File: src/rtl/rrt_pkg.sv
// Package for the reassembly region tracker.
// Holds sizes, request codes, the result word type and the serial sequence compares.
// No dependencies.
`default_nettype none
package rrt_pkg;

  localparam int MAX_RANGES = 16;
  localparam int RIDX_W     = $clog2(MAX_RANGES);
  localparam int RCNT_W     = $clog2(MAX_RANGES + 1);
  localparam int SEQ_W      = 32;
  localparam int LEN_W      = 16;
  localparam int REQ_W      = 3;
  localparam int RCOUNT_W   = 5;
  localparam int ENTRY_W    = 2 * SEQ_W;

  localparam logic [REQ_W-1:0] REQ_INSERT  = 3'd0;
  localparam logic [REQ_W-1:0] REQ_EXTRACT = 3'd1;
  localparam logic [REQ_W-1:0] REQ_INIT    = 3'd2;
  localparam logic [REQ_W-1:0] REQ_LEFT    = 3'd3;
  localparam logic [REQ_W-1:0] REQ_RIGHT   = 3'd4;

  typedef struct packed {
    logic [SEQ_W-1:0]    next_expected;
    logic [SEQ_W-1:0]    first_held;
    logic                extract_valid;
    logic [SEQ_W-1:0]    extracted_bytes;
    logic [SEQ_W-1:0]    edge_seq;
    logic [SEQ_W-1:0]    buffered_bytes;
    logic [SEQ_W-1:0]    free_bytes;
    logic [RCOUNT_W-1:0] range_count;
    logic                overflow;
  } rrt_res_t;

  // a precedes b in wrapping sequence space.
  function automatic logic sq_lt(input logic [SEQ_W-1:0] a, input logic [SEQ_W-1:0] b);
    logic [SEQ_W-1:0] d;
    d = a - b;
    return d[SEQ_W-1];
  endfunction

  function automatic logic sq_le(input logic [SEQ_W-1:0] a, input logic [SEQ_W-1:0] b);
    return (a == b) || sq_lt(a, b);
  endfunction

endpackage
`default_nettype wire

File: src/rtl/rrt_out_stage.sv
// Output register of the reassembly region tracker; frees the sequencer while a word waits.
// Depends on rrt_pkg.
`default_nettype none
module rrt_out_stage import rrt_pkg::*; (
  input  wire logic     clk,
  input  wire logic     rst_n,
  input  wire logic     res_valid,
  output logic          res_ready,
  input  wire rrt_res_t res,
  output logic          out_valid,
  input  wire logic     out_ready,
  output rrt_res_t      out_data
);

  logic     valid_r;
  rrt_res_t data_r;

  assign res_ready = !valid_r || out_ready;
  assign out_valid = valid_r;
  assign out_data  = data_r;

  always_ff @(posedge clk) begin
    if (!rst_n) begin
      valid_r <= 1'b0;
    end else if (res_ready) begin
      valid_r <= res_valid;
    end
  end

  always_ff @(posedge clk) begin
    if (res_ready && res_valid) begin
      data_r <= res;
    end
  end

endmodule
`default_nettype wire

File: config.mk
export PLATFORM = sky130hd
export DESIGN_NAME = rrt_out_stage
export DESIGN_NICKNAME = d
export VERILOG_FILES = /design/src/rtl/rrt_pkg.sv /design/src/rtl/rrt_out_stage.sv
export SDC_FILE = /design/constraint.sdc
export NUM_CORES = 1
export LEC_CHECK = 0
export BUFFER_PORTS_ARGS = -buffer_cell sky130_fd_sc_hd__buf_2
export CAP_MARGIN = 15
export CORE_AREA = 10 10 147 149
export DETAILED_ROUTE_END_ITERATION = 12
export DIE_AREA = 0 0 157 159
export PLACE_DENSITY = 0.66
export SLEW_MARGIN = 20
export SYNTH_ARGS = -nofsm -noshare
export SYNTH_HDL_FRONTEND = slang
export SYNTH_SLANG_ARGS = --single-unit
File: constraint.sdc
create_clock -name clk -period 3.4 [get_ports clk]
set_clock_uncertainty 0.05 [all_clocks]
set_input_delay 1.02 -clock clk [delete_from_list [all_inputs] [get_ports clk]]
set_output_delay 1.02 -clock clk [all_outputs]
set_load 0.05 [all_outputs]
==> results.ini <==
[setup_path]
crit_start=out_ready
rrSetupSlack_ns=1.77
worstPathMaxFanout=3
slowest_stage=buf_2
cp-end-kind=output port
arrival_ns=1.48
path_class=in2out
reg2reg_to=out_data[24]
crit_required_ns=2.33
cp_num_buf_inv=2
crit_top_cell=buf_2
start_kind=primary input
crit_chain=buf_2, nand2b_4, buf_2
worstRegToRegCells=3
cp_top_family=buffers and inverters
slowest_delay_ns=0.26
regToRegStartpoint=out_valid

[placement]
postPlaceCellArea_sq_um=8410
gp_congestion=0.776
dp_hpwl_um=15300
port_buffers=403

[yosys]
synth_fp_nets=407
syn_avg_cell_area_sq_um=29.6
synth_area_sq_um=6030
yosysWarningCount=0
synth-seq-cells=200
synth.distinct_cells=6
syn_inst=204
seq_area_frac_synth_pct=99.4

[power]
comb_power_share_pct=14.6
leakage_nw=3.85
seq_power_share_pct=51.4
p_per_area_nw_per_um2=632
max-vdd-ir-drop_uv=318
clockPowerShare_pct=34.0
p_sw_mw=1.58
internal_power_mw=4.10
switching_share_pct=27.9

[grt]
grt_pass1_vias=4153
gr-total-overflow=0
antenna_found_initial=7
grt_pass1_wl_um=26300
grt_util_all_layers_pct=14.4
grt_max_degree=64

[sta]
hold_viol_final=0
fin_crit_sh_pct=75.1
tightest_slew_ns=0.451
rsz0062_at_grt=no
min_period_ns=2.55
maxSlewViolCount=0
maxSlewHeadroom_pct=70.0
max_freq_ghz=0.392
finalSetupViolCount=0
setup_tns_ns=0

[clock_tree]
clk_latency_ns=0.41
clk_pin_slew_ns=0.07
cts_max_level=4
post-cts-setup-buffers=0
clockRootBuffer=clkbuf_16
ctsHoldBuffers=0
cts_tree=yes
cts.repair.resized=0
cts-buffers-inserted=17
numClockSinks=200
ctsLongestPathBuffers=2

[die]
fp.dieH_um=159
io_pins=404
num_rows=50
die-area_sq_um=25000
core_area_sq_um=18600
die_w_um=157
start_util_pct=32.5

[run]
cap_viol_max_count=0

[hold_path]
hold_path_class=reg2reg
worstHoldPathCells=2
hold_path_end=out_valid
hp-start=out_valid

[routing]
ant_nets=0
routed-via-count=3682
drtIter0Drc=152
drc=0
vias_per_cell=4.19
routedWlPerCell_um=21.3
dr.pass1.iters=4
routed_wirelength_um=18700

[outcome]
run_status=finished clean

[layout]
drive_above_1_share_pct=68.4
finalInstanceArea_sq_um=8990
num-nets-final=833
syn_to_final_growth_pct=49.0

[kinds of logic (layout without fill, tap and decap cells)]
logic type / after synthesis / after routing / share of synthesized area [%]
flip-flops: 200 / 200 / 99.4
AND/OR/NAND/NOR: 2 / 2 / 0.373
AO/OA/AOI/OAI: 1 / 1 / 0.187
buffers and inverters: 1 / 439 / 0.0622
other: 0 / 3 / 0
[cell usage after synthesis]
library cell	instances	share of area (%)
edfxtp_1	199	99
a21boi_2	1	0.19
and2_4	1	0.15
dfxtp_1	1	0.33
inv_1	1	0.062
nand2b_4	1	0.23
[routing by layer]
| layer | up-vias | wire length [um] | global-route usage [%] | share of wire (%) |
|---|---|---|---|---|
| met1 | 1713 | 6560 | 14.4 | 35 |
| met4 | 6 | 331 | 5.45 | 1.8 |
| met2 | 252 | 9340 | 23.9 | 50 |
| li1 | 1686 | - | - | - |
| met3 | 25 | 2470 | 8.50 | 13 |
| met5 | - | 47 | 0 | 0.25 |
[layout make-up]
class                      count  area (sq um)
antenna                        3          7.51
fill                        1571          9590
multi-input combinational      3          33.8
timing repair buffer         407          2080
inverter                       1          3.75
clock inverter                13           141
clock buffer                  18           429
tap                          234           293
sequential                   200          6000
[power by group through the flow]
| stage | clock (mW) | sequential [mW] | combinational [mW] |
|---|---|---|---|
| global placement | 0 | 2.97 | 0.831 |
| floorplan | 0 | 3.47 | 0.0476 |
| finish | 1.93 | 2.92 | 0.831 |
| CTS | 2.00 | 2.92 | 0.842 |
| detailed placement | 0 | 2.98 | 0.842 |
| global route | 2.10 | 2.93 | 0.867 |
[layout by cell type, fill, tap and decap left out]
cell type,count
buf_2,403
edfxtp_1,199
clkbuf_16,17
clkinv_4,5
diode_2,3
buf_12,3
inv_6,2
inv_8,2
nand2b_4,1
inv_1,1
a21boi_2,1
and2_4,1
bufinv_16,1
clkbuf_1,1
clkinv_8,1
clkinvlp_4,1
clkinv_1,1
dfxtp_1,1
buf_4,1
[per-stage QoR]
| stage | worst slack (ns) | hold slack, ns | utilization, % | total power [mW] | std cells |
|---|---|---|---|---|---|
| after global placement | 0.848 | 0.440 | 45.3 | 3.80 | 845 |
| after floorplan | 0.227 | 0.813 | - | 3.52 | 204 |
| after global routing | 0.819 | 0.489 | 48.4 | 5.90 | 878 |
| after CTS | 0.843 | 0.452 | 48.3 | 5.76 | 876 |
| final | 0.847 | 0.449 | 48.4 | 5.68 | 879 |
| after detailed placement | 0.844 | 0.441 | 45.3 | 3.82 | 845 |
[worst reg2reg max path, stage by stage (launching register included)]
cell	delay, ns
dfxtp_1	0.33
nand2b_4	0.08
and2_4	0.43
buf_12	0.38
[flip-flops by register name (all words and copies together), names as in the netlist]
signal / flops
out_data: 199
out_valid: 1
[how the worst max path moves through the flow]
| stage | end | slack [ns] | depth (start not counted) |
|---|---|---|---|
| 2_1_floorplan | out_data[0] | 0.23 | 2 |
| 3_3_place_gp | res_ready | 0.85 | 3 |
| 3_5_place_dp | res_ready | 0.84 | 3 |
| 4_1_cts | res_ready | 0.84 | 3 |
| 5_1_grt | res_ready | 0.82 | 3 |
| 6_report | res_ready | 0.85 | 3 |
Note: power is estimated with default switching activity, not from simulation.
