**src/rtl/rrt_pkg.sv**
```systemverilog
// Package for the reassembly region tracker.
// Holds sizes, request codes, the result word type and the serial sequence compares.
// No dependencies.
`default_nettype none
package rrt_pkg;

  localparam int MAX_RANGES = 16;
  localparam int RIDX_W     = $clog2(MAX_RANGES);
  localparam int RCNT_W     = $clog2(MAX_RANGES + 1);
  localparam int SEQ_W      = 32;
  localparam int LEN_W      = 16;
  localparam int REQ_W      = 3;
  localparam int RCOUNT_W   = 5;
  localparam int ENTRY_W    = 2 * SEQ_W;

  localparam logic [REQ_W-1:0] REQ_INSERT  = 3'd0;
  localparam logic [REQ_W-1:0] REQ_EXTRACT = 3'd1;
  localparam logic [REQ_W-1:0] REQ_INIT    = 3'd2;
  localparam logic [REQ_W-1:0] REQ_LEFT    = 3'd3;
  localparam logic [REQ_W-1:0] REQ_RIGHT   = 3'd4;

  typedef struct packed {
    logic [SEQ_W-1:0]    next_expected;
    logic [SEQ_W-1:0]    first_held;
    logic                extract_valid;
    logic [SEQ_W-1:0]    extracted_bytes;
    logic [SEQ_W-1:0]    edge_seq;
    logic [SEQ_W-1:0]    buffered_bytes;
    logic [SEQ_W-1:0]    free_bytes;
    logic [RCOUNT_W-1:0] range_count;
    logic                overflow;
  } rrt_res_t;

  // a precedes b in wrapping sequence space.
  function automatic logic sq_lt(input logic [SEQ_W-1:0] a, input logic [SEQ_W-1:0] b);
    logic [SEQ_W-1:0] d;
    d = a - b;
    return d[SEQ_W-1];
  endfunction

  function automatic logic sq_le(input logic [SEQ_W-1:0] a, input logic [SEQ_W-1:0] b);
    return (a == b) || sq_lt(a, b);
  endfunction

endpackage
`default_nettype wire

```
**src/rtl/rrt_ram.sv**
```systemverilog
// Generic simple dual-port RAM with one write port and a registered read port.
// No dependencies.
`default_nettype none
module rrt_ram #(
  parameter int WIDTH = 64,
  parameter int DEPTH = 16
) (
  input  wire logic                     clk,
  input  wire logic                     we,
  input  wire logic [$clog2(DEPTH)-1:0] waddr,
  input  wire logic [WIDTH-1:0]         wdata,
  input  wire logic [$clog2(DEPTH)-1:0] raddr,
  output logic      [WIDTH-1:0]         rdata
);

  logic [WIDTH-1:0] mem [DEPTH];

  always_ff @(posedge clk) begin
    if (we) begin
      mem[waddr] <= wdata;
    end
    rdata <= mem[raddr];
  end

endmodule
`default_nettype wire

```
**src/rtl/rrt_ctrl.sv**
```systemverilog
// Sequencer of the reassembly region tracker: walks, merges and compacts the range table.
// Depends on rrt_pkg and rrt_ram (two banks, copied between on insert and whole extract).
`default_nettype none
module rrt_ctrl import rrt_pkg::*; (
  input  wire logic             clk,
  input  wire logic             rst_n,
  input  wire logic             cfg_wr_en,
  input  wire logic [SEQ_W-1:0] cfg_wr_data,
  input  wire logic             req_valid,
  output logic                  req_ready,
  input  wire logic [REQ_W-1:0] req_type,
  input  wire logic [SEQ_W-1:0] req_seq,
  input  wire logic [LEN_W-1:0] req_len,
  output logic                  res_valid,
  input  wire logic             res_ready,
  output rrt_res_t              res
);

  localparam logic [2:0] ST_IDLE  = 3'd0;
  localparam logic [2:0] ST_WALK  = 3'd1;
  localparam logic [2:0] ST_CHECK = 3'd2;
  localparam logic [2:0] ST_COPY  = 3'd3;
  localparam logic [2:0] ST_SHIFT = 3'd4;
  localparam logic [2:0] ST_EDGE  = 3'd5;
  localparam logic [2:0] ST_DONE  = 3'd6;

  logic [2:0]            state_r;
  logic [REQ_W-1:0]      req_r;
  logic [SEQ_W-1:0]      seq_r;
  logic [SEQ_W-1:0]      cap_r;
  logic [SEQ_W-1:0]      next_r;
  logic [SEQ_W-1:0]      bytes_r;
  logic [RCNT_W-1:0]     cnt_r;
  logic                  bank_r;
  logic [SEQ_W-1:0]      head_b_r;
  logic [SEQ_W-1:0]      head_e_r;
  logic [SEQ_W-1:0]      sb_r;
  logic [SEQ_W-1:0]      se_r;
  logic [MAX_RANGES-1:0] gone_r;
  logic [RCNT_W-1:0]     merged_r;
  logic [SEQ_W-1:0]      lost_r;
  logic [RIDX_W-1:0]     cur_r;
  logic [RCNT_W-1:0]     stop_r;
  logic [RCNT_W-1:0]     ck_r;
  logic [RCNT_W-1:0]     w_r;
  logic                  new_done_r;
  logic                  xvalid_r;
  logic [SEQ_W-1:0]      xbytes_r;
  logic [SEQ_W-1:0]      edge_r;
  logic                  ovf_r;

  logic                  accept;
  logic [RIDX_W-1:0]     raddr;
  logic [ENTRY_W-1:0]    rd0, rd1, rdata;
  logic [SEQ_W-1:0]      rb, re;
  logic                  we0, we1, wr_en, wr_active;
  logic [RIDX_W-1:0]     waddr;
  logic [ENTRY_W-1:0]    wdata;
  logic                  brk, mrg;
  logic                  x_hit, x_whole;
  logic                  copy_new;
  logic [RCNT_W-1:0]     cnt_m1, ck_p1;
  logic [SEQ_W-1:0]      next_adv;
  logic                  l_hit, r_hit;

  assign req_ready = (state_r == ST_IDLE);
  assign accept    = req_valid && req_ready;
  assign res_valid = (state_r == ST_DONE);

  assign rdata = bank_r ? rd1 : rd0;
  assign rb    = rdata[ENTRY_W-1:SEQ_W];
  assign re    = rdata[SEQ_W-1:0];

  assign cnt_m1 = cnt_r - 1'b1;
  assign ck_p1  = ck_r + 1'b1;

  // Walk decisions against the segment merged so far.
  assign brk = (re != sb_r) && (rb != se_r) && sq_lt(re, sb_r);
  assign mrg = !brk && !sq_lt(se_r, rb) && !sq_lt(re, sb_r);

  assign x_hit    = (cnt_r != '0) && !sq_le(req_seq, head_b_r);
  assign x_whole  = sq_le(head_e_r, req_seq);
  assign copy_new = !new_done_r && (ck_r == stop_r);

  assign l_hit = sq_le(rb, seq_r) && sq_lt(seq_r, re);
  assign r_hit = sq_lt(rb, seq_r) && sq_le(seq_r, re);

  always_comb begin
    raddr = '0;
    case (state_r)
      ST_IDLE: begin
        if (req_type == REQ_INSERT) begin
          raddr = cnt_m1[RIDX_W-1:0];
        end else if (req_type == REQ_EXTRACT) begin
          raddr = RIDX_W'(1);
        end
      end
      ST_WALK:  raddr = cur_r - 1'b1;
      ST_COPY:  raddr = copy_new ? ck_r[RIDX_W-1:0] : ck_p1[RIDX_W-1:0];
      ST_SHIFT: raddr = ck_p1[RIDX_W-1:0];
      ST_EDGE:  raddr = ck_p1[RIDX_W-1:0];
      default:  raddr = '0;
    endcase
  end

  always_comb begin
    wr_en     = 1'b0;
    wr_active = 1'b0;
    waddr     = w_r[RIDX_W-1:0];
    wdata     = rdata;
    case (state_r)
      ST_IDLE: begin
        // Partial extract trims the first range in place.
        if (accept && req_type == REQ_EXTRACT && x_hit && !x_whole) begin
          wr_en     = 1'b1;
          wr_active = 1'b1;
          waddr     = '0;
          wdata     = {req_seq, head_e_r};
        end
      end
      ST_COPY: begin
        if (copy_new) begin
          wr_en = 1'b1;
          wdata = {sb_r, se_r};
        end else if (ck_r != cnt_r && !gone_r[ck_r[RIDX_W-1:0]]) begin
          wr_en = 1'b1;
        end
      end
      ST_SHIFT: begin
        if (ck_r != cnt_r) begin
          wr_en = 1'b1;
          waddr = cnt_m1[RIDX_W-1:0] & '0 | (ck_r[RIDX_W-1:0] - 1'b1);
        end
      end
      default: wr_en = 1'b0;
    endcase
  end

  assign we0 = wr_en && ((bank_r == 1'b0) == wr_active);
  assign we1 = wr_en && ((bank_r == 1'b1) == wr_active);

  rrt_ram #(.WIDTH(ENTRY_W), .DEPTH(MAX_RANGES)) u_bank0 (
    .clk(clk), .we(we0), .waddr(waddr), .wdata(wdata), .raddr(raddr), .rdata(rd0)
  );

  rrt_ram #(.WIDTH(ENTRY_W), .DEPTH(MAX_RANGES)) u_bank1 (
    .clk(clk), .we(we1), .waddr(waddr), .wdata(wdata), .raddr(raddr), .rdata(rd1)
  );

  assign next_adv = (req_r == REQ_INSERT && !ovf_r && cnt_r != '0 && sq_le(head_b_r, next_r))
                    ? head_e_r : next_r;

  always_comb begin
    res.next_expected   = next_adv;
    res.first_held      = (cnt_r != '0 && sq_lt(head_b_r, next_adv)) ? head_b_r : next_adv;
    res.extract_valid   = xvalid_r;
    res.extracted_bytes = xbytes_r;
    res.edge_seq        = edge_r;
    res.buffered_bytes  = bytes_r;
    res.free_bytes      = (cap_r > bytes_r) ? (cap_r - bytes_r) : '0;
    res.range_count     = RCOUNT_W'(cnt_r);
    res.overflow        = ovf_r;
  end

  always_ff @(posedge clk) begin
    if (!rst_n) begin
      state_r <= ST_IDLE;
      cap_r   <= SEQ_W'(65535);
      next_r  <= '1;
      bytes_r <= '0;
      cnt_r   <= '0;
      bank_r  <= 1'b0;
    end else begin
      if (cfg_wr_en) begin
        cap_r <= cfg_wr_data;
      end
      case (state_r)
        ST_IDLE: begin
          if (accept) begin
            req_r    <= req_type;
            seq_r    <= req_seq;
            xvalid_r <= 1'b0;
            xbytes_r <= '0;
            edge_r   <= '0;
            ovf_r    <= 1'b0;
            sb_r     <= req_seq;
            se_r     <= req_seq + SEQ_W'(req_len);
            gone_r   <= '0;
            merged_r <= '0;
            lost_r   <= '0;
            cur_r    <= cnt_m1[RIDX_W-1:0];
            stop_r   <= '0;
            ck_r     <= '0;
            state_r  <= ST_DONE;
            case (req_type)
              REQ_INSERT: begin
                if (req_len != '0) begin
                  state_r <= (cnt_r == '0) ? ST_CHECK : ST_WALK;
                end
              end
              REQ_EXTRACT: begin
                if (x_hit) begin
                  xvalid_r <= 1'b1;
                  if (x_whole) begin
                    xbytes_r <= head_e_r - head_b_r;
                    bytes_r  <= bytes_r - (head_e_r - head_b_r);
                    ck_r     <= RCNT_W'(1);
                    state_r  <= ST_SHIFT;
                  end else begin
                    xbytes_r <= req_seq - head_b_r;
                    bytes_r  <= bytes_r - (req_seq - head_b_r);
                    head_b_r <= req_seq;
                  end
                end
              end
              REQ_INIT: begin
                next_r  <= req_seq;
                cnt_r   <= '0;
                bytes_r <= '0;
              end
              REQ_LEFT, REQ_RIGHT: begin
                edge_r  <= req_seq;
                state_r <= ST_EDGE;
              end
              default: state_r <= ST_DONE;
            endcase
          end
        end
        ST_WALK: begin
          if (brk) begin
            stop_r  <= RCNT_W'(cur_r) + 1'b1;
            state_r <= ST_CHECK;
          end else begin
            if (mrg) begin
              if (sq_lt(rb, sb_r)) sb_r <= rb;
              if (sq_lt(se_r, re)) se_r <= re;
              gone_r[cur_r] <= 1'b1;
              merged_r      <= merged_r + 1'b1;
              lost_r        <= lost_r + (re - rb);
            end
            if (cur_r == '0) begin
              stop_r  <= '0;
              state_r <= ST_CHECK;
            end else begin
              cur_r <= cur_r - 1'b1;
            end
          end
        end
        ST_CHECK: begin
          // One more entry than the table holds drops the segment.
          if ((cnt_r - merged_r) == RCNT_W'(MAX_RANGES)) begin
            ovf_r   <= 1'b1;
            state_r <= ST_DONE;
          end else begin
            ck_r       <= '0;
            w_r        <= '0;
            new_done_r <= 1'b0;
            state_r    <= ST_COPY;
          end
        end
        ST_COPY: begin
          if (copy_new) begin
            new_done_r <= 1'b1;
            w_r        <= w_r + 1'b1;
            if (w_r == '0) begin
              head_b_r <= sb_r;
              head_e_r <= se_r;
            end
          end else if (ck_r == cnt_r) begin
            bank_r  <= !bank_r;
            cnt_r   <= w_r;
            bytes_r <= bytes_r - lost_r + (se_r - sb_r);
            state_r <= ST_DONE;
          end else begin
            if (!gone_r[ck_r[RIDX_W-1:0]]) begin
              w_r <= w_r + 1'b1;
              if (w_r == '0) begin
                head_b_r <= rb;
                head_e_r <= re;
              end
            end
            ck_r <= ck_p1;
          end
        end
        ST_SHIFT: begin
          if (ck_r == cnt_r) begin
            bank_r  <= !bank_r;
            cnt_r   <= cnt_m1;
            state_r <= ST_DONE;
          end else begin
            if (ck_r == RCNT_W'(1)) begin
              head_b_r <= rb;
              head_e_r <= re;
            end
            ck_r <= ck_p1;
          end
        end
        ST_EDGE: begin
          if (ck_r == cnt_r) begin
            state_r <= ST_DONE;
          end else if (req_r == REQ_LEFT && l_hit) begin
            edge_r  <= rb;
            state_r <= ST_DONE;
          end else if (req_r == REQ_RIGHT && r_hit) begin
            edge_r  <= re;
            state_r <= ST_DONE;
          end else begin
            ck_r <= ck_p1;
          end
        end
        ST_DONE: begin
          if (res_ready) begin
            next_r  <= next_adv;
            state_r <= ST_IDLE;
          end
        end
        default: state_r <= ST_IDLE;
      endcase
    end
  end

  a_cnt_bound: assert property (@(posedge clk) disable iff (!rst_n)
    cnt_r <= RCNT_W'(MAX_RANGES))
    else $error("range table holds more entries than it has");

  a_walk_idx: assert property (@(posedge clk) disable iff (!rst_n)
    (state_r == ST_WALK) |-> (RCNT_W'(cur_r) < cnt_r))
    else $error("walk index beyond the held ranges");

  a_init_clear: assert property (@(posedge clk) disable iff (!rst_n)
    (accept && req_type == REQ_INIT) |=> (cnt_r == '0 && bytes_r == '0))
    else $error("init left ranges behind");

  a_copy_fits: assert property (@(posedge clk) disable iff (!rst_n)
    (state_r == ST_COPY && wr_en) |-> (w_r < RCNT_W'(MAX_RANGES)))
    else $error("compaction writes past the table");

endmodule
`default_nettype wire

```
**config.mk**
```make
export PLATFORM = sky130hd
export DESIGN_NAME = rrt_ctrl
export DESIGN_NICKNAME = d
export VERILOG_FILES = /design/src/rtl/rrt_pkg.sv /design/src/rtl/rrt_ram.sv /design/src/rtl/rrt_ctrl.sv
export SDC_FILE = /design/constraint.sdc
export NUM_CORES = 2
export LEC_CHECK = 0
export BUFFER_PORTS_ARGS = -buffer_cell sky130_fd_sc_hd__buf_4
export CAP_MARGIN = 20
export CORE_UTILIZATION = 40
export DETAILED_ROUTE_END_ITERATION = 16
export HOLD_SLACK_MARGIN = 0.03
export PLACE_DENSITY = 0.53
export SYNTH_ARGS = -nofsm -noshare
export SYNTH_HDL_FRONTEND = slang
export SYNTH_SLANG_ARGS = --single-unit
```
**constraint.sdc**
```tcl
create_clock -name clk -period 11.7 [get_ports clk]
set_clock_uncertainty 0.1 [all_clocks]
set_input_delay 2.34 -clock clk [delete_from_list [all_inputs] [get_ports clk]]
set_output_delay 2.34 -clock clk [all_outputs]
set_load 0.005 [all_outputs]
```
==> impl_metrics.env <==
export IMPL_run_status="finished, final reports clean"
export IMPL_grt_max_degree=188
export IMPL_worstPathArrival_ns=8.25
export IMPL_finalCritPeriodShare=0.9133
export IMPL_max_slew_worst_pin_slew_ns=1.211
export IMPL_cts_post_setup_buffers_inserted=0
export IMPL_syn_to_final_growth_pct=14.61
export IMPL_avgRoutedWirePerCell_um=29.39
export IMPL_detailedRoute_firstPassIterationCount=6
export IMPL_avgViaCountPerCell=5.872
export IMPL_avgSynthCellArea_um2=12.01
export IMPL_rrSetupSlack_ns=3.99
export IMPL_critPathRequiredTime_ns=9.26
export IMPL_timing_critical_path_fanout_max=18
export IMPL_synth_sequential_area_ratio=0.6102
export IMPL_final_max_slew_violation_count=0
export IMPL_drt_initial_drc_count=8514
export IMPL_place_port_buffers=288
export IMPL_rsz_0062_raised_after_global_routing="no"
export IMPL_hold_ep="cap_r[10]"
export IMPL_dpl_hpwl_mm=281.4
export IMPL_grt_first_pass_wirelength_mm=618.7
export IMPL_gp_congestion=0.9487
export IMPL_floorplan_die_width_um=557.2
export IMPL_p_leak_nw=50.76
export IMPL_p_seq_frac=0.310
export IMPL_postSynthRegisterBits=2583
export IMPL_cts_resized_gates=0
export IMPL_synthArstFlopShare=0
export IMPL_regToRegEndpoint="ck_r[4]"
export IMPL_area_of_the_die_mm2=0.3105
export IMPL_maxCapViolations=0
export IMPL_power_density_mw_per_mm2=315.1
export IMPL_total_power_mw=44.52
export IMPL_preCtsSetupSlack_ns=1.870
export IMPL_cts_hold_fix_buffers=0
export IMPL_ctsLongestPathBuffers=4
export IMPL_globalRoute_totalOverflow=0
export IMPL_rr_worst_depth=18
export IMPL_postSynth_topFlopCell="sky130_fd_sc_hd__edfxtp_1"
export IMPL_count_of_non_filler_cells_in_the_finished_layout=14860
export IMPL_initial_utilization=0.4025
export IMPL_setup_violations_final=0
export IMPL_drive_above_1_share=0.1104
export IMPL_top_level_ports=289
export IMPL_htreeDepth=5
export IMPL_mappedNetlistArea_mm2=0.1233
export IMPL_ir_worst_vdd_v=0.0003158
export IMPL_cts_clk_slew_worst_paths_ns=0.06
export IMPL_worst_hold_check_path_type="reg -> reg"
export IMPL_p_comb_frac=0.481
export IMPL_detailroute_via_count=87250
export IMPL_synth_yosys_warnings=0
export IMPL_holdPathStages=2
export IMPL_num_nets_final=11190
export IMPL_floorplan_core_area_mm2=0.3063
export IMPL_clock_tree_root_cell="sky130_fd_sc_hd__clkbuf_16"
export IMPL_fp_dieH_um=557.2
export IMPL_worst_hold_slack_ns=0.3917
export IMPL_finalSetupTns_ns=0
export IMPL_timing_final_ws_setup_ns=1.014
export IMPL_postLayoutCellArea_mm2=0.1413
export IMPL_grt_usage=0.2750
export IMPL_setup_crit_start_kind="register"
export IMPL_finalCoreUtilization=0.4613
export IMPL_synth_net_count=10950
export IMPL_clock_sinks=2583
export IMPL_tritoncts_num_buffers=298
export IMPL_synth_enable_flop_cells=2350
export IMPL_final_min_clock_period_ns=10.69
export IMPL_antenna_violations_before_repair=23
export IMPL_total_number_of_placement_rows=203
export IMPL_fmax_mhz=93.58
export IMPL_synth_distinct_cells=102
export IMPL_worstSetupPathType="reg -> out"
export IMPL_tritoncts="yes"
export IMPL_syn_instance_count=10270
export IMPL_p_sw_frac=0.4305
export IMPL_timing_rr_start="bank_r"
export IMPL_post_dp_cell_area_mm2=0.1316
export IMPL_final_ant_viol_nets=0
export IMPL_cell_internal_power_mw=25.36
export IMPL_place_detailed_instances=14310
export IMPL_detail_route_wirelength_mm=436.7
export IMPL_timing_hold_violations_final=0
export IMPL_power_frac_clock=0.209
export IMPL_first_global_vias=83930
export IMPL_clk_insertion_delay_late_ns=0.93
export IMPL_post_route_drc_count=0
export IMPL_power_switching_mw=19.17
export IMPL_hold_path_startpoint="cap_r[10]"
export IMPL_relSlewSlack=0.1839
export IMPL_endpoint_kind="primary output"
## flip-flops by register name (all words and copies together), names as in the netlist, 5 cells and up
register and count:
u_bank0.rdata 64, bytes_r 32, lost_r 32, edge_r 32, u_bank1.rdata 64, u_bank1.mem 1024, seq_r 32, cnt_r 5
se_r 32, ck_r 5, next_r 32, sb_r 32, merged_r 5, w_r 5, head_e_r 32, gone_r 16
head_b_r 32, stop_r 5, cap_r 32, u_bank0.mem 1024, xbytes_r 32
## logic make-up after synthesis
logic type,share of synthesized area
AO/OA/AOI/OAI,0.1546
XOR/XNOR,0.01595
adder cells (fa/ha/maj),0.06628
buffers and inverters,0.03361
flip-flops,0.6102
multiplexers,0.01536
AND/OR/NAND/NOR,0.1040
## how the worst max path moves through the flow
stage,startpoint,to
after global placement,head_b_r[24],res[159]
after floorplan,req_seq[4],u_bank1.mem[2][0]
final,head_b_r[24],res[159]
after global routing,next_r[24],res[159]
after CTS,head_b_r[24],res[159]
after detailed placement,head_b_r[24],res[159]
## placed cells by master, fill, tap and decap left out, types with 59 or more instances in the layout
cell	n
sky130_fd_sc_hd__edfxtp_1	2350
sky130_fd_sc_hd__nand2_1	1337
sky130_fd_sc_hd__a211oi_1	705
sky130_fd_sc_hd__a21oi_1	648
sky130_fd_sc_hd__and2_1	529
sky130_fd_sc_hd__buf_4	523
sky130_fd_sc_hd__ha_1	493
sky130_fd_sc_hd__nor2_1	486
sky130_fd_sc_hd__inv_1	452
sky130_fd_sc_hd__clkbuf_16	302
sky130_fd_sc_hd__a31oi_1	287
sky130_fd_sc_hd__a311oi_1	262
sky130_fd_sc_hd__o21ai_0	243
sky130_fd_sc_hd__dfxtp_1	232
sky130_fd_sc_hd__mux2i_1	162
sky130_fd_sc_hd__a21o_1	159
sky130_fd_sc_hd__xnor2_1	137
sky130_fd_sc_hd__fa_1	98
sky130_fd_sc_hd__xor2_1	85
sky130_fd_sc_hd__clkbuf_1	81
sky130_fd_sc_hd__nand4_1	64
sky130_fd_sc_hd__o21a_1	60
sky130_fd_sc_hd__nor3_1	59
## critical path: stages, from the launching register on
cell and delay, ns:
sky130_fd_sc_hd__edfxtp_1 0.42, sky130_fd_sc_hd__ha_1 0.32, sky130_fd_sc_hd__a21o_1 0.19, sky130_fd_sc_hd__a21o_1 0.18
sky130_fd_sc_hd__a21o_1 0.17, sky130_fd_sc_hd__a21o_1 0.19, sky130_fd_sc_hd__a21o_1 0.18, sky130_fd_sc_hd__a31oi_1 0.65
sky130_fd_sc_hd__nor2_1 0.14, sky130_fd_sc_hd__a211oi_1 0.31, sky130_fd_sc_hd__and2_1 0.31, sky130_fd_sc_hd__nand2_2 0.31
sky130_fd_sc_hd__buf_4 0.35, sky130_fd_sc_hd__mux2i_1 0.32, sky130_fd_sc_hd__ha_1 0.30, sky130_fd_sc_hd__a21o_1 0.18
sky130_fd_sc_hd__a21o_1 0.17, sky130_fd_sc_hd__a211oi_1 0.44, sky130_fd_sc_hd__nor2_1 0.14, sky130_fd_sc_hd__a2111oi_1 0.42
sky130_fd_sc_hd__buf_4 0.23, sky130_fd_sc_hd__a21oi_1 0.10, sky130_fd_sc_hd__o21ai_4 0.59, sky130_fd_sc_hd__buf_12 0.26
sky130_fd_sc_hd__mux2i_1 0.26, sky130_fd_sc_hd__buf_4 0.15
## cell type report
type	count	area (µm²)
antenna	4	10.01
clock buffer	410	8233
clock inverter	135	1396
fill	27730	165000
inverter	459	1725
multi-input combinational	6601	44800
sequential	2583	75240
tap	4100	5130
timing repair buffer	567	4783
## synth_stat cells, types with 23 or more instances
library cell | instances | area [µm²]
sky130_fd_sc_hd__a211oi_1 | 706 | 5300
sky130_fd_sc_hd__a21o_1 | 159 | 1194
sky130_fd_sc_hd__a21oi_1 | 652 | 3263
sky130_fd_sc_hd__a221o_1 | 37 | 370.4
sky130_fd_sc_hd__a22o_1 | 35 | 306.5
sky130_fd_sc_hd__a22oi_1 | 26 | 195.2
sky130_fd_sc_hd__a311oi_1 | 263 | 2303
sky130_fd_sc_hd__a31oi_1 | 287 | 1795
sky130_fd_sc_hd__and2_1 | 530 | 3316
sky130_fd_sc_hd__and3_1 | 23 | 143.9
sky130_fd_sc_hd__buf_1 | 40 | 150.1
sky130_fd_sc_hd__buf_2 | 56 | 280.3
sky130_fd_sc_hd__clkbuf_1 | 525 | 1971
sky130_fd_sc_hd__dfxtp_1 | 233 | 4664
sky130_fd_sc_hd__edfxtp_1 | 2350 | 70570
sky130_fd_sc_hd__fa_1 | 98 | 1962
sky130_fd_sc_hd__ha_1 | 493 | 6168
sky130_fd_sc_hd__inv_1 | 456 | 1712
sky130_fd_sc_hd__mux2i_1 | 172 | 1722
sky130_fd_sc_hd__nand2_1 | 1342 | 5037
sky130_fd_sc_hd__nand2b_1 | 58 | 362.9
sky130_fd_sc_hd__nand3_1 | 58 | 290.3
sky130_fd_sc_hd__nand4_1 | 64 | 400.4
sky130_fd_sc_hd__nor2_1 | 527 | 1978
sky130_fd_sc_hd__nor2b_1 | 55 | 344.1
sky130_fd_sc_hd__nor3_1 | 60 | 300.3
sky130_fd_sc_hd__o211ai_1 | 50 | 375.4
sky130_fd_sc_hd__o21a_1 | 60 | 450.4
sky130_fd_sc_hd__o21ai_0 | 272 | 1361
sky130_fd_sc_hd__o21bai_1 | 24 | 180.2
sky130_fd_sc_hd__o221ai_1 | 36 | 315.3
sky130_fd_sc_hd__o311ai_0 | 32 | 280.3
sky130_fd_sc_hd__or3_1 | 33 | 206.5
sky130_fd_sc_hd__xnor2_1 | 137 | 1200
sky130_fd_sc_hd__xor2_1 | 85 | 744.5
## routing by layer
layer / vias up / part of all wire / GRT usage
li1: 39030 / - / -
met1: 44360 / 0.44 / 0.3865
met2: 3203 / 0.45 / 0.4357
met3: 654 / 0.067 / 0.03856
met4: 10 / 0.035 / 0.09366
met5: - / 0.00014 / 0
## power groups by stage
stage                     clock network (mW)  logic [mW]  registers [mW]
after floorplan                            0        13.2            13.8
after global placement                     0        20.9            14.0
after detailed placement                   0        21.2            14.0
after CTS                               9.46        21.3            13.8
after global routing                    9.79        23.3            13.9
final                                   9.30        21.4            13.8
Power figures use the tool's default switching activity.
